[src/hdl/assert_macros.svh]
// Assertion macros shared by the parser modules.
`ifndef ASSERT_MACROS_SVH
`define ASSERT_MACROS_SVH
// Assert that a property holds on every clock while out of reset.
`define PBSP_ASSERT(lbl, prop, msg) \
	lbl: assert property (@(posedge clk) disable iff (!arst_n) prop) else $error(msg);
// Assert that an expression is never true while out of reset.
`define PBSP_NEVER(lbl, expr, msg) \
	lbl: assert property (@(posedge clk) disable iff (!arst_n) !(expr)) else $error(msg);
`endif

[src/hdl/pbsp_pkg.sv]
// Types, constants and helpers of the pcapng block stream parser.
package pbsp_pkg;
	localparam int unsigned QUEUE_DEPTH = 4;
	localparam logic [23:0] MAX_CAP_RESET = 24'd262144;
	localparam logic [31:0] SHB_TYPE_WORD = 32'h0A0D0D0A;
	localparam logic [31:0] EPB_TYPE_WORD = 32'd6;
	localparam logic [31:0] IDB_TYPE_WORD = 32'd1;
	localparam logic [31:0] MAGIC_LE_RAW = 32'h1A2B3C4D;
	localparam logic [31:0] MAGIC_BE_RAW = 32'h4D3C2B1A;
	localparam logic [31:0] MIN_BLOCK = 32'd12;
	localparam logic [31:0] EPB_HDR_LEN = 32'd20;
	localparam logic [31:0] IDB_HDR_LEN = 32'd8;
	localparam logic [31:0] SHB_MIN_LEN = 32'd28;
	localparam logic [0:0] OP_BYTE = 1'b0;
	localparam logic [0:0] OP_EOS = 1'b1;
	localparam logic [1:0] K_DATA = 2'd0;
	localparam logic [1:0] K_PKT = 2'd1;
	localparam logic [1:0] K_IFACE = 2'd2;
	localparam logic [1:0] K_STOP = 2'd3;
	localparam logic [2:0] ST_OK = 3'd0;
	localparam logic [2:0] ST_EOF = 3'd1;
	localparam logic [2:0] ST_IO = 3'd2;
	localparam logic [2:0] ST_FMT = 3'd3;
	localparam logic [2:0] ST_SHB = 3'd4;

	typedef enum logic [4:0] {
		P_SHB_HEAD, P_SHB_SKIP, P_SHB_TRAIL,
		P_BLK_TYPE, P_LEN_EPB, P_LEN_IDB, P_LEN_OTH,
		P_EPB_HDR, P_EPB_DATA, P_SKIP_EPB, P_TRAIL_EPB,
		P_IDB_HDR, P_OPT_HDR, P_OPT_VAL, P_SKIP_IDB, P_TRAIL_IDB,
		P_SKIP_OTH, P_TRAIL_OTH
	} phase_t;

	typedef struct packed {
		logic       opcode;
		logic [7:0] data_byte;
	} in_item_t;

	typedef struct packed {
		logic [1:0]  kind;
		logic [7:0]  data_byte_out;
		logic        data_last;
		logic [31:0] iface_id;
		logic [63:0] timestamp;
		logic [23:0] cap_bytes;
		logic [31:0] wire_len;
		logic [15:0] link_code;
		logic [31:0] snaplen;
		logic [2:0]  status;
	} out_item_t;

	function automatic logic [31:0] swap32(input logic [31:0] v);
		return {v[7:0], v[15:8], v[23:16], v[31:24]};
	endfunction

	function automatic logic [15:0] swap16(input logic [15:0] v);
		return {v[7:0], v[15:8]};
	endfunction
endpackage

[src/hdl/pbsp_front.sv]
// Front end: accepts request items and holds them in a short queue.
module pbsp_front #(
	parameter int unsigned DEPTH = 4
) (
	input  logic              clk,
	input  logic              arst_n,
	input  logic              in_valid,
	output logic              in_ready,
	input  pbsp_pkg::in_item_t in_data,
	output logic              q_valid,
	input  logic              q_pop,
	output pbsp_pkg::in_item_t q_data
);
	import pbsp_pkg::*;
	`include "assert_macros.svh"

	localparam int unsigned PW = (DEPTH > 2) ? $clog2(DEPTH) : 1;
	localparam int unsigned CW = $clog2(DEPTH + 1);

	in_item_t mem [DEPTH];
	logic [PW-1:0] wr_ptr_q, rd_ptr_q;
	logic [CW-1:0] count_q;
	logic push, pop;

	assign in_ready = (count_q != CW'(DEPTH));
	assign q_valid  = (count_q != '0);
	assign q_data   = mem[rd_ptr_q];
	assign push     = in_valid && in_ready;
	assign pop      = q_pop && q_valid;

	always_ff @(posedge clk) begin
		if (push) begin
			mem[wr_ptr_q] <= in_data;
		end
	end

	always_ff @(posedge clk or negedge arst_n) begin
		if (!arst_n) begin
			wr_ptr_q <= '0;
			rd_ptr_q <= '0;
			count_q  <= '0;
		end else begin
			if (push) begin
				wr_ptr_q <= (wr_ptr_q == PW'(DEPTH - 1)) ? '0 : wr_ptr_q + 1'b1;
			end
			if (pop) begin
				rd_ptr_q <= (rd_ptr_q == PW'(DEPTH - 1)) ? '0 : rd_ptr_q + 1'b1;
			end
			if (push && !pop) begin
				count_q <= count_q + 1'b1;
			end else if (pop && !push) begin
				count_q <= count_q - 1'b1;
			end
		end
	end

	`PBSP_NEVER(a_count_over, count_q > CW'(DEPTH), "queue count beyond depth")
endmodule

[src/hdl/pbsp_back.sv]
// Back end: parses queued bytes and registers result records.
module pbsp_back (
	input  logic                clk,
	input  logic                arst_n,
	input  logic                q_valid,
	output logic                q_pop,
	input  pbsp_pkg::in_item_t  q_data,
	input  logic [23:0]         max_cap,
	output logic                out_valid,
	input  logic                out_ready,
	output pbsp_pkg::out_item_t out_data
);
	import pbsp_pkg::*;
	`include "assert_macros.svh"

	phase_t phase_q, n_phase;
	logic [23:0] fp_q, n_fp;
	logic [31:0] wb_q, n_wb;
	logic swap_q, n_swap;
	logic [31:0] blen_q, n_blen, bl_q, n_bl;
	logic [31:0] piface_q, n_piface;
	logic [63:0] ptime_q, n_ptime;
	logic [31:0] pcap_q, n_pcap, porig_q, n_porig;
	logic [15:0] ocode_q, n_ocode, olen_q, n_olen;
	logic [15:0] ilink_q, n_ilink;
	logic [31:0] isnap_q, n_isnap, itotal_q, n_itotal;
	logic stopped_q, n_stopped;
	logic res_valid;
	out_item_t res, out_q;
	logic out_valid_q;

	logic [1:0]  k;
	logic        full;
	logic [31:0] v32, body, blen_sw, cap_pad;
	logic [15:0] lo16, hi16;
	logic [17:0] opad;

	assign q_pop     = q_valid && (!out_valid_q || out_ready);
	assign out_valid = out_valid_q;
	assign out_data  = out_q;

	always_comb begin
		n_phase = phase_q; n_fp = fp_q; n_wb = wb_q; n_swap = swap_q;
		n_blen = blen_q; n_bl = bl_q; n_piface = piface_q; n_ptime = ptime_q;
		n_pcap = pcap_q; n_porig = porig_q; n_ocode = ocode_q; n_olen = olen_q;
		n_ilink = ilink_q; n_isnap = isnap_q; n_itotal = itotal_q;
		n_stopped = stopped_q;
		res_valid = 1'b0;
		res = '0;
		k = fp_q[1:0];
		full = (k == 2'd3);
		body = '0;
		blen_sw = '0;
		cap_pad = '0;
		opad = '0;
		if (k == 2'd0) begin
			n_wb = {24'd0, q_data.data_byte};
		end else begin
			n_wb = wb_q | ({24'd0, q_data.data_byte} << {k, 3'b000});
		end
		v32  = swap_q ? swap32(n_wb) : n_wb;
		lo16 = swap_q ? swap16(n_wb[15:0]) : n_wb[15:0];
		hi16 = swap_q ? swap16(n_wb[31:16]) : n_wb[31:16];

		if (q_data.opcode == OP_EOS) begin
			n_wb = wb_q;
			res_valid = 1'b1;
			res.kind = K_STOP;
			n_stopped = 1'b1;
			if (phase_q == P_SHB_HEAD || phase_q == P_SHB_SKIP || phase_q == P_SHB_TRAIL) begin
				res.status = ST_SHB;
			end else if (phase_q == P_BLK_TYPE) begin
				res.status = (fp_q == '0) ? ST_EOF : ST_IO;
			end else begin
				res.status = ST_FMT;
			end
		end else begin
			case (phase_q)
				P_SHB_HEAD: begin
					n_fp = fp_q + 1'b1;
					if (fp_q == 24'd3 && n_wb != SHB_TYPE_WORD) begin
						res_valid = 1'b1; res.status = ST_SHB;
					end
					if (fp_q == 24'd7) begin
						n_blen = n_wb;
					end
					if (fp_q == 24'd11) begin
						blen_sw = (n_wb == MAGIC_BE_RAW) ? swap32(blen_q) : blen_q;
						n_blen = blen_sw;
						if (n_wb == MAGIC_LE_RAW) begin
							n_swap = 1'b0;
						end else if (n_wb == MAGIC_BE_RAW) begin
							n_swap = 1'b1;
						end
						if ((n_wb != MAGIC_LE_RAW && n_wb != MAGIC_BE_RAW)
							|| blen_sw < SHB_MIN_LEN) begin
							res_valid = 1'b1; res.status = ST_SHB;
						end
					end
					if (fp_q == 24'd23) begin
						n_bl = blen_q - SHB_MIN_LEN;
						n_fp = '0;
						n_phase = (n_bl != '0) ? P_SHB_SKIP : P_SHB_TRAIL;
					end
				end
				P_SHB_SKIP, P_SKIP_EPB, P_SKIP_IDB, P_SKIP_OTH: begin
					n_bl = bl_q - 1'b1;
					if (n_bl == '0) begin
						n_fp = '0;
						n_phase = phase_t'(phase_q + 5'd1);
					end
				end
				P_SHB_TRAIL, P_TRAIL_EPB, P_TRAIL_IDB, P_TRAIL_OTH: begin
					if (!full) begin
						n_fp = fp_q + 1'b1;
					end else if (v32 != blen_q) begin
						res_valid = 1'b1;
						res.status = (phase_q == P_SHB_TRAIL) ? ST_SHB : ST_FMT;
					end else begin
						n_fp = '0;
						n_phase = P_BLK_TYPE;
						if (phase_q == P_TRAIL_EPB) begin
							res_valid = 1'b1;
							res.kind = K_PKT;
							res.iface_id = piface_q;
							res.timestamp = ptime_q;
							res.cap_bytes = pcap_q[23:0];
							res.wire_len = porig_q;
						end else if (phase_q == P_TRAIL_IDB) begin
							res_valid = 1'b1;
							res.kind = K_IFACE;
							res.iface_id = itotal_q;
							res.link_code = ilink_q;
							res.snaplen = isnap_q;
							n_itotal = itotal_q + 1'b1;
						end
					end
				end
				P_BLK_TYPE: begin
					if (!full) begin
						n_fp = fp_q + 1'b1;
					end else begin
						n_fp = '0;
						n_phase = (v32 == EPB_TYPE_WORD) ? P_LEN_EPB :
							(v32 == IDB_TYPE_WORD) ? P_LEN_IDB : P_LEN_OTH;
					end
				end
				P_LEN_EPB, P_LEN_IDB, P_LEN_OTH: begin
					if (!full) begin
						n_fp = fp_q + 1'b1;
					end else begin
						n_blen = v32;
						body = v32 - MIN_BLOCK;
						n_fp = '0;
						if (v32 < MIN_BLOCK) begin
							res_valid = 1'b1; res.status = ST_FMT;
						end else if (phase_q == P_LEN_EPB) begin
							if (body < EPB_HDR_LEN) begin
								res_valid = 1'b1; res.status = ST_FMT;
							end
							n_phase = P_EPB_HDR;
						end else if (phase_q == P_LEN_IDB) begin
							if (body < IDB_HDR_LEN) begin
								res_valid = 1'b1; res.status = ST_FMT;
							end
							n_phase = P_IDB_HDR;
						end else begin
							n_bl = body;
							n_phase = (body != '0) ? P_SKIP_OTH : P_TRAIL_OTH;
						end
					end
				end
				P_EPB_HDR: begin
					n_fp = fp_q + 1'b1;
					if (full) begin
						case (fp_q[4:0])
							5'd3: n_piface = v32;
							5'd7: n_ptime = {v32, 32'd0};
							5'd11: n_ptime = {ptime_q[63:32], v32};
							5'd15: n_pcap = v32;
							default: n_porig = v32;
						endcase
						if (fp_q == 24'd19) begin
							body = blen_q - MIN_BLOCK - EPB_HDR_LEN;
							cap_pad = (pcap_q + 32'd3) & ~32'd3;
							n_bl = body - pcap_q;
							n_fp = '0;
							if (pcap_q > 32'hFFFFFFFC || cap_pad > body
								|| pcap_q > {8'd0, max_cap}) begin
								res_valid = 1'b1; res.status = ST_FMT;
							end else if (pcap_q != '0) begin
								n_phase = P_EPB_DATA;
							end else begin
								n_phase = (n_bl != '0) ? P_SKIP_EPB : P_TRAIL_EPB;
							end
						end
					end
				end
				P_EPB_DATA: begin
					res_valid = 1'b1;
					res.kind = K_DATA;
					res.data_byte_out = q_data.data_byte;
					n_fp = fp_q + 1'b1;
					if ({8'd0, n_fp} >= pcap_q) begin
						res.data_last = 1'b1;
						n_fp = '0;
						n_phase = (bl_q != '0) ? P_SKIP_EPB : P_TRAIL_EPB;
					end
				end
				P_IDB_HDR: begin
					n_fp = fp_q + 1'b1;
					if (full) begin
						if (fp_q == 24'd3) begin
							n_ilink = lo16;
						end else begin
							n_isnap = v32;
							n_bl = blen_q - MIN_BLOCK - IDB_HDR_LEN;
							n_fp = '0;
							n_phase = (n_bl >= 32'd4) ? P_OPT_HDR :
								(n_bl != '0) ? P_SKIP_IDB : P_TRAIL_IDB;
						end
					end
				end
				P_OPT_HDR: begin
					n_bl = bl_q - 1'b1;
					n_fp = fp_q + 1'b1;
					if (full) begin
						n_ocode = lo16;
						n_olen = hi16;
						opad = ({2'd0, hi16} + 18'd3) & ~18'd3;
						n_fp = '0;
						if ({14'd0, opad} > n_bl) begin
							res_valid = 1'b1; res.status = ST_FMT;
						end else if (opad != '0) begin
							n_phase = P_OPT_VAL;
						end else if (lo16 == '0 || n_bl < 32'd4) begin
							n_phase = (n_bl != '0) ? P_SKIP_IDB : P_TRAIL_IDB;
						end else begin
							n_phase = P_OPT_HDR;
						end
					end
				end
				P_OPT_VAL: begin
					n_bl = bl_q - 1'b1;
					n_fp = fp_q + 1'b1;
					opad = ({2'd0, olen_q} + 18'd3) & ~18'd3;
					if (n_fp >= {6'd0, opad}) begin
						n_fp = '0;
						if (ocode_q == '0 || n_bl < 32'd4) begin
							n_phase = (n_bl != '0) ? P_SKIP_IDB : P_TRAIL_IDB;
						end else begin
							n_phase = P_OPT_HDR;
						end
					end
				end
				default: begin
					res_valid = 1'b1; res.status = ST_FMT;
				end
			endcase
			if (res_valid && res.status != ST_OK) begin
				res.kind = K_STOP;
				n_stopped = 1'b1;
			end
		end
	end

	always_ff @(posedge clk or negedge arst_n) begin
		if (!arst_n) begin
			phase_q <= P_SHB_HEAD;
		end else if (q_pop && !stopped_q) begin
			phase_q <= n_phase;
		end
	end

	always_ff @(posedge clk or negedge arst_n) begin
		if (!arst_n) begin
			fp_q <= '0; wb_q <= '0; swap_q <= 1'b0; blen_q <= '0; bl_q <= '0;
			piface_q <= '0; ptime_q <= '0; pcap_q <= '0; porig_q <= '0;
			ocode_q <= '0; olen_q <= '0; ilink_q <= '0; isnap_q <= '0;
			itotal_q <= '0; stopped_q <= 1'b0; out_valid_q <= 1'b0;
		end else begin
			if (q_pop && !stopped_q) begin
				fp_q <= n_fp; wb_q <= n_wb; swap_q <= n_swap; blen_q <= n_blen;
				bl_q <= n_bl; piface_q <= n_piface; ptime_q <= n_ptime;
				pcap_q <= n_pcap; porig_q <= n_porig; ocode_q <= n_ocode;
				olen_q <= n_olen; ilink_q <= n_ilink; isnap_q <= n_isnap;
				itotal_q <= n_itotal; stopped_q <= n_stopped;
			end
			if (q_pop && !stopped_q && res_valid) begin
				out_valid_q <= 1'b1;
			end else if (out_ready) begin
				out_valid_q <= 1'b0;
			end
		end
	end

	always_ff @(posedge clk) begin
		if (q_pop && !stopped_q && res_valid) begin
			out_q <= res;
		end
	end

	`PBSP_ASSERT(a_stop_record, $rose(stopped_q) |-> out_valid_q && out_q.kind == K_STOP, "stop without record")
	`PBSP_NEVER(a_last_kind, out_valid_q && out_q.data_last && out_q.kind != K_DATA, "last on non-data record")
endmodule

[src/hdl/pcapng_block_stream_parser.sv]
// Top level of the pcapng block stream parser.
//
// Input channel (in_valid/in_ready/in_data): one request per file byte,
// opcode 0 carries data_byte, opcode 1 marks end of stream.
// Output channel (out_valid/out_ready/out_data): packet data bytes, packet
// completion records, interface records and one final stop record.
// APB port: register 0 (byte address 0) is max_captured_len, 24 bits.
// Throughput: one request per cycle while the queue is not full; the parser
// consumes one queued byte per cycle whenever the output register is free
// or being drained. A request is written into the queue first, and its
// result record is then registered in the output register before it shows
// on out_data; an output stall keeps waiting bytes in the queue.
// Reset empties the queue and clears the parser state and out_valid; the
// register returns to 262144. When the receiver stalls, the output record
// holds, the parser stops, and the input queue fills before in_ready drops.
// After the stop record further requests are accepted and dropped.
module pcapng_block_stream_parser #(
	parameter int unsigned QDEPTH = pbsp_pkg::QUEUE_DEPTH
) (
	input  logic                clk,
	input  logic                arst_n,
	input  logic                in_valid,
	output logic                in_ready,
	input  pbsp_pkg::in_item_t  in_data,
	output logic                out_valid,
	input  logic                out_ready,
	output pbsp_pkg::out_item_t out_data,
	input  logic                psel,
	input  logic                penable,
	input  logic                pwrite,
	input  logic [2:0]          paddr,
	input  logic [31:0]         pwdata,
	output logic [31:0]         prdata,
	output logic                pready
);
	import pbsp_pkg::*;

	logic [23:0] max_cap_q;
	logic q_valid, q_pop;
	in_item_t q_data;

	assign pready = 1'b1;
	assign prdata = (paddr[2] == 1'b0) ? {8'd0, max_cap_q} : '0;

	always_ff @(posedge clk or negedge arst_n) begin
		if (!arst_n) begin
			max_cap_q <= MAX_CAP_RESET;
		end else if (psel && penable && pwrite && paddr[2] == 1'b0) begin
			max_cap_q <= pwdata[23:0];
		end
	end

	pbsp_front #(.DEPTH(QDEPTH)) u_front (
		.clk(clk), .arst_n(arst_n),
		.in_valid(in_valid), .in_ready(in_ready), .in_data(in_data),
		.q_valid(q_valid), .q_pop(q_pop), .q_data(q_data)
	);

	pbsp_back u_back (
		.clk(clk), .arst_n(arst_n),
		.q_valid(q_valid), .q_pop(q_pop), .q_data(q_data),
		.max_cap(max_cap_q),
		.out_valid(out_valid), .out_ready(out_ready), .out_data(out_data)
	);
endmodule

[config.mk]
export PLATFORM = sky130hd
export DESIGN_NAME = pcapng_block_stream_parser
export DESIGN_NICKNAME = d
export VERILOG_FILES = /design/src/hdl/pbsp_pkg.sv /design/src/hdl/pbsp_front.sv /design/src/hdl/pbsp_back.sv /design/src/hdl/pcapng_block_stream_parser.sv
export VERILOG_INCLUDE_DIRS = /design/src /design/src/hdl
export SDC_FILE = /design/constraint.sdc
export NUM_CORES = 2
export LEC_CHECK = 0
export BUFFER_PORTS_ARGS = -buffer_cell sky130_fd_sc_hd__buf_2
export CAP_MARGIN = 0
export CORE_MARGIN = 5
export CORE_UTILIZATION = 60
export DETAILED_ROUTE_END_ITERATION = 12
export GPL_TIMING_DRIVEN = 1
export PLACE_DENSITY = 0.88
export SLEW_MARGIN = 5
export SYNTH_ARGS = -nofsm -noshare
export SYNTH_HDL_FRONTEND = slang
export SYNTH_HIERARCHICAL = 1
export SYNTH_SLANG_ARGS = --single-unit
[constraint.sdc]
create_clock -name clk -period 28.2 [get_ports clk]
set_input_delay 1.41 -clock clk [delete_from_list [all_inputs] [get_ports clk]]
set_output_delay 1.41 -clock clk [all_outputs]
set_load 0.01 [all_outputs]
After elaboration in Yosys (flattened, before gate mapping)
Memory sizes are Yosys's and may differ from the RTL's.
Cells that the tools add are included.
- $add $sub $neg: 17
- $lt $le $gt $ge: 12
- equality and inequality tests: 58
- shift operators: 1
- mux-type cells: 129
- bitwise operators: 12
- reductions and logical operators: 79
- operators by type and width (cell ; number):
    $mux 32 ; 17
    $mux 24 ; 12
    $reduce_bool 32->1 ; 7
    $pmux 24 s8 ; 1
    $pmux 32 s5 ; 1
    $pmux 64 s2 ; 1
    $mux 5 ; 24
    $sub 32x4->32 const B ; 3
    $lt 32x4->1 const B ; 2
    $lt 32x5->1 const B ; 2
    $pmux 32 s2 ; 1
    $sub 32x5->32 const B ; 2
    $mux 3 ; 19
    $eq 5x4->1 const B ; 10
    $pmux 5 s10 ; 1
    $eq 24x5->1 const B ; 2
    $reduce_and 5->1 ; 9
    $add 16x2->17 const B ; 2
    $add 32x1->32 const B ; 1
    $add 32x2->32 const B ; 1
    $eq 32x1->1 const B ; 1
    $eq 32x29->1 const B ; 1
    $eq 32x3->1 const B ; 1
    $eq 32x31->1 const B ; 1
    65 further kinds ; 186
- register bits: 645
- memory bits (writable): 36
- input bits: 51
- output and inout port bits: 249
- memories: 1
- memories (memory ; depth ; bits a word ; read ports ; clocked after Yosys merged registers in ; wr ports ; line ; RTL):
    u_front.mem ; 4 ; 9 ; 1 ; 0 ; 1 ; pbsp_front.sv:20 ; in_item_t mem [DEPTH];

Logic depth before layout (Yosys ltp)
An unclocked memory read counts as a cell.
- word-level depth: 18
- depth in mapped cells: 30
- gate-level depth less buffers: 25

By module
Netlist, hierarchy kept.
- by module, submodules not included (module ; times used ; cells an instance ; area an instance (um^2)):
    pbsp_back ; 1 ; 4422 ; 39349.0
    pbsp_front ; 1 ; 84 ; 1745.4
    pcapng_block_stream_parser ; 1 ; 88 ; 1228.7

Worst setup path after synthesis
OpenSTA, ideal clock, no wires.
- path kind: flip-flop to flip-flop
- from: reg u_back.fp_q[0]
- to: reg u_back.out_q, in the netlist u_back/out_data[0] (enable)
- setup time: 1.107 ns
- data arrival time: 20.933 ns
- path slack: 6.160 ns
- cell stages (with the launch flop): 29
- path buffers: 8
- period minus slack after synthesis: 22.040 ns
- cell sequence: dfrtp_1 -> buf_2 -> buf_2 -> buf_2 -> inv_1 -> ha_1 -> buf_2 -> buf_2 -> buf_2 -> buf_1 -> buf_1 -> a211oi_1 -> nand4_1 -> nor4_1 -> nand4_1 -> nor2_1 -> nand2_1 -> nor2_1 -> nand2_1 -> xor2_1 -> ha_1 -> nand4_1 -> nor2_1 -> o21ai_0 -> a311oi_1 -> and3_1 -> a21oi_1 -> nor4b_1 -> a211oi_1
- cells in the longest elaborated chain, start to end: 15
- elaborated cells between the ends (all ways): 45
- those cells by class: 2 x add/sub; 5 x order compare; 9 x eq/ne; 1 x shift; 22 x mux; 1 x bitwise; 5 x reduce/logical
- ends and longest elaborated chain (what ; line ; RTL):
    start: declaration ; pbsp_back.sv:17 ; logic [23:0] fp_q, n_fp;
    start signal: assignment ; pbsp_back.sv:283 ; fp_q <= n_fp; wb_q <= n_wb; swap_q <= n_swap; blen_q <= n_blen;
    $shl 8x5->32 ; pbsp_back.sv:59 ; n_wb = wb_q | ({24'd0, q_data.data_byte} << {k, 3'b000});
    $or 32x32->32 ; pbsp_back.sv:59 ;
    $mux 32 ; pbsp_back.sv:56 ; if (k == 2'd0) begin
    $mux 32 ; pbsp_back.sv:61 ; v32 = swap_q ? swap32(n_wb) : n_wb;
    $sub 32x4->32 ; pbsp_back.sv:153 ; body = v32 - MIN_BLOCK;
    $lt 32x4->1 ; pbsp_back.sv:163 ; if (body < IDB_HDR_LEN) begin
    $mux 1 ; pbsp_back.sv:163 ;
    $mux 1 ; pbsp_back.sv:162 ; end else if (phase_q == P_LEN_IDB) begin
    $mux 1 ; pbsp_back.sv:157 ; end else if (phase_q == P_LEN_EPB) begin
    $mux 1 ; pbsp_back.sv:155 ; if (v32 < MIN_BLOCK) begin
    $mux 1 ; pbsp_back.sv:149 ; if (!full) begin
    $pmux 1 s6 * ; pbsp_back.sv:78 ; case (phase_q)
    $mux 1 * (2 in a row) ; pbsp_back.sv:65 ; if (q_data.opcode == OP_EOS) begin
    $logic_and 1x1->1 * ; pbsp_back.sv:298 ; if (q_pop && !stopped_q && res_valid) begin
    end signal: assignment ; pbsp_back.sv:299 ; out_q <= res;
    end: declaration ; pbsp_back.sv:29 ; out_item_t res, out_q;
Mark *: on every way between the ends. The rest lies on a longest branch, timed or not. The select of a mux whose other input is x is not followed.
A chain may end at the register's enable or synchronous reset.

Worst setup path in the final report
- from: reg u_back.fp_q[1]
- to: reg u_back.out_q, in the netlist u_back/out_data[35] (enable)
Same word-level chain as after synthesis.

==> out/summary.txt <==
outcome = finished clean
Pins Over Slew Limit = 0
clock sink count = 681
Worst Skew = 0.0532 ns
vias in the first global route = 37000
Final Cell Area = 0.0469 mm²
routed len/inst = 29.6 µm
gr ovfl total = 0
Post-synth ARST share = 0.633
Final Wtd Congestion = 1.04
crit path capture type = flop
Die Area = 0.0759 mm²
first-pass GRT wire length = 243000 µm
latest clock arrival within the worst-skew pair = 0.66 ns
CP Data Arrival Time = 10.33 ns
worst min path class = flop to flop
setup tns final = 0 ns
Worst-Margin Slew = 1.45 ns
RSZ-0062 raised after global routing = no
all-layer global routing usage = 0.432
Finished Layout Cells = 5741
DRC marker count from the first detailed-route iteration = 6105
fin nets = 4951
CP Data Required Time = 28.43 ns
top_reg_cell synth = dfrtp_1
critical setup path kind = flop to flop
cts hold-fix bufs = 0
routed wire length = 170000 µm
Post-DRT Antenna Nets = 0
Leak Pwr = 18.9 nW
synth top area cells = dfrtp_1, edfxtp_1, ha_1
Peak VDD IR = 0.0918 mV
area grow syn2layout = 10.8%
top-count cell post-synth = nand2_1
Slew headroom = 0.0359
setup repair bufs after CTS = 0
Via Count = 39800
register area share after synthesis = 0.432
Die W = 276 µm
max-cap check violation count = 0
count of cell types in the netlist = 116
FP Rows = 97
#FFs+latches synth = 681
fin crit share = 0.358
number of flops mapped to enable cells by yosys = 250
mapped cell area = 0.0423 mm²
# DRC = 0
largest area contributor in the netlist = dfrtp_1
Die Ht = 276 µm
Max clock buf depth = 3
detailed placement HPWL = 122000 µm
TritonCTS clock tree = done
Initial Util = 0.604
H-tree levels = 3
Num CTS Buffers = 73
fraction of layout cells with a size suffix above 1 = 0.133
startpoint class of the critical path = flop
# resized after CTS = 0
reg2reg setup slack = 18.10 ns
core outline area = 0.0700 mm²
top cells by count, synth = nand2_1, dfrtp_1, o21ai_0
WHS = 0.472 ns
Setup violations, final = 0
Achievable Freq = 99.0 MHz
dpl cell area = 0.0444 mm²
largest net degree at the start of global routing = 129
Mean Syn Cell Area = 9.21 µm²
Via density = 6.92
Placed Instances = 5594
crit path time final = 10.10 ns
synthesized instance count = 4594
number of port buffers = 280
I/O pin count = 300
crit path max fanout = 82
CTS clk-pin slew, worst paths = 0.07 ns
initial antenna violation count = 15
synth warn = 6
share of the synthesized area in the top cell type = 0.254
Initial DRT Pass Iterations = 10
clock tree root driver cell = clkbuf_16
final hold vios = 0
PD cells = 52.9 mW/mm²
## per-stage QoR
| stage | setup WS [ns] | total power, mW | util |
|---|---|---|---|
| global route | 17.92 | 2.54 | 0.670 |
| finish | 18.10 | 2.48 | 0.670 |
| CTS | 18.43 | 2.46 | 0.669 |
| detailed placement | 18.47 | 1.47 | 0.634 |
| global placement | 18.63 | 1.46 | 0.634 |
| floorplan | 6.16 | 1.31 | - |
## routing by layer
| layer | wire length (µm) | GRT usage |
|---|---|---|
| met2 | 73100 | 0.652 |
| met3 | 20900 | 0.107 |
| met4 | 12600 | 0.243 |
| met1 | 63000 | 0.572 |
| met5 | 137 | 0 |
## where the power goes
part / internal [mW] / leakage [nW] / total (mW) / switching (mW)
clock: 0.550 / 1.18 / 1.00 / 0.450
combinational: 0.121 / 9.98 / 0.400 / 0.279
sequential: 1.05 / 7.77 / 1.08 / 0.0285
## sequential cells by signal, summed over array words and instances, names as in the netlist
| register | count |
|---|---|
| u_back/swap_q | 1 |
| u_back/porig_q | 32 |
| u_back/itotal_q | 32 |
| u_back/out_valid | 1 |
| u_back/blen_q | 32 |
| u_back/olen_q | 16 |
| u_back/wb_q | 32 |
| u_back/ilink_q | 16 |
| u_front/rd_ptr_q | 2 |
| max_cap_q | 24 |
| u_front/mem | 36 |
| u_back/pcap_q | 32 |
| u_back/bl_q | 32 |
| u_back/phase_q | 5 |
| u_back/ptime_q | 64 |
| u_back/out_data | 214 |
| u_back/ocode_q | 16 |
| u_front/count_q | 3 |
| u_back/isnap_q | 32 |
| u_back/fp_q | 24 |
| u_back/stopped_q | 1 |
| u_front/wr_ptr_q | 2 |
| u_back/piface_q | 32 |
## final timing paths
kind                                          from  depth (start not counted)             endpoint
worst min-delay path            u_back/ptime_q[12]                          2   u_back/ptime_q[12]
worst max register to register      u_back/fp_q[1]                         26  u_back/out_data[35]
max in group asynchronous                   arst_n                          4     u_back/pcap_q[6]
worst min register to register  u_back/ptime_q[12]                          2   u_back/ptime_q[12]
min in group asynchronous                   arst_n                          1     u_back/olen_q[6]
worst max-delay path                u_back/fp_q[1]                         26  u_back/out_data[35]
## cells by family after synthesis
kind of cell               share of synthesized area
other                                       0.000177
AOI/OAI and AO/OA                              0.172
and+or+nand+nor                                0.213
xor gates and xnor gates                      0.0605
muxes                                         0.0272
DFF                                            0.432
adders and majority gates                     0.0509
buffers and inverters                         0.0446
## critical path, cell delays in order (launching register included)
cell	delay, ns
dfrtp_1	0.33
buf_4	0.49
inv_1	0.27
ha_2	0.44
buf_4	0.41
inv_2	0.41
o31ai_1	0.22
a21oi_1	0.49
nand4_1	0.34
nor4_1	0.85
nand4_1	0.28
nor2_1	0.25
nand2_1	0.13
nor2_1	0.18
nand2_1	0.11
xor2_1	0.15
ha_1	0.31
nand4_1	0.13
nor2_1	0.11
o21ai_0	0.08
a311oi_1	0.74
and3_1	0.51
a21oi_1	0.11
nor4b_1	0.23
a211oi_4	0.25
buf_4	0.74
buf_4	0.95
## layout by cell type, fill, tap and decap left out, types with 88 or more instances in the layout
master and n:
nor3_1 112, nand2_1 503, dfrtp_1 429, nand3_1 113, inv_1 151, xor2_1 102, ha_1 168, nor4_1 94
buf_2 279, and2_1 190, o21ai_0 396, nor2_1 325, edfxtp_1 250, a21oi_1 221, nand4_1 88, xnor2_1 186
## area by class of cell
class | count | area (µm²)
diodes | 11 | 27.5
clock buffers | 93 | 1940
clock inverters | 43 | 537
fillers | 5317 | 23100
inverters | 154 | 578
multi-input cells | 3454 | 22300
flip-flops and latches | 681 | 18300
well taps | 940 | 1180
repair buffers | 365 | 2060
No activity file was read; power rests on OpenSTA's default activity.
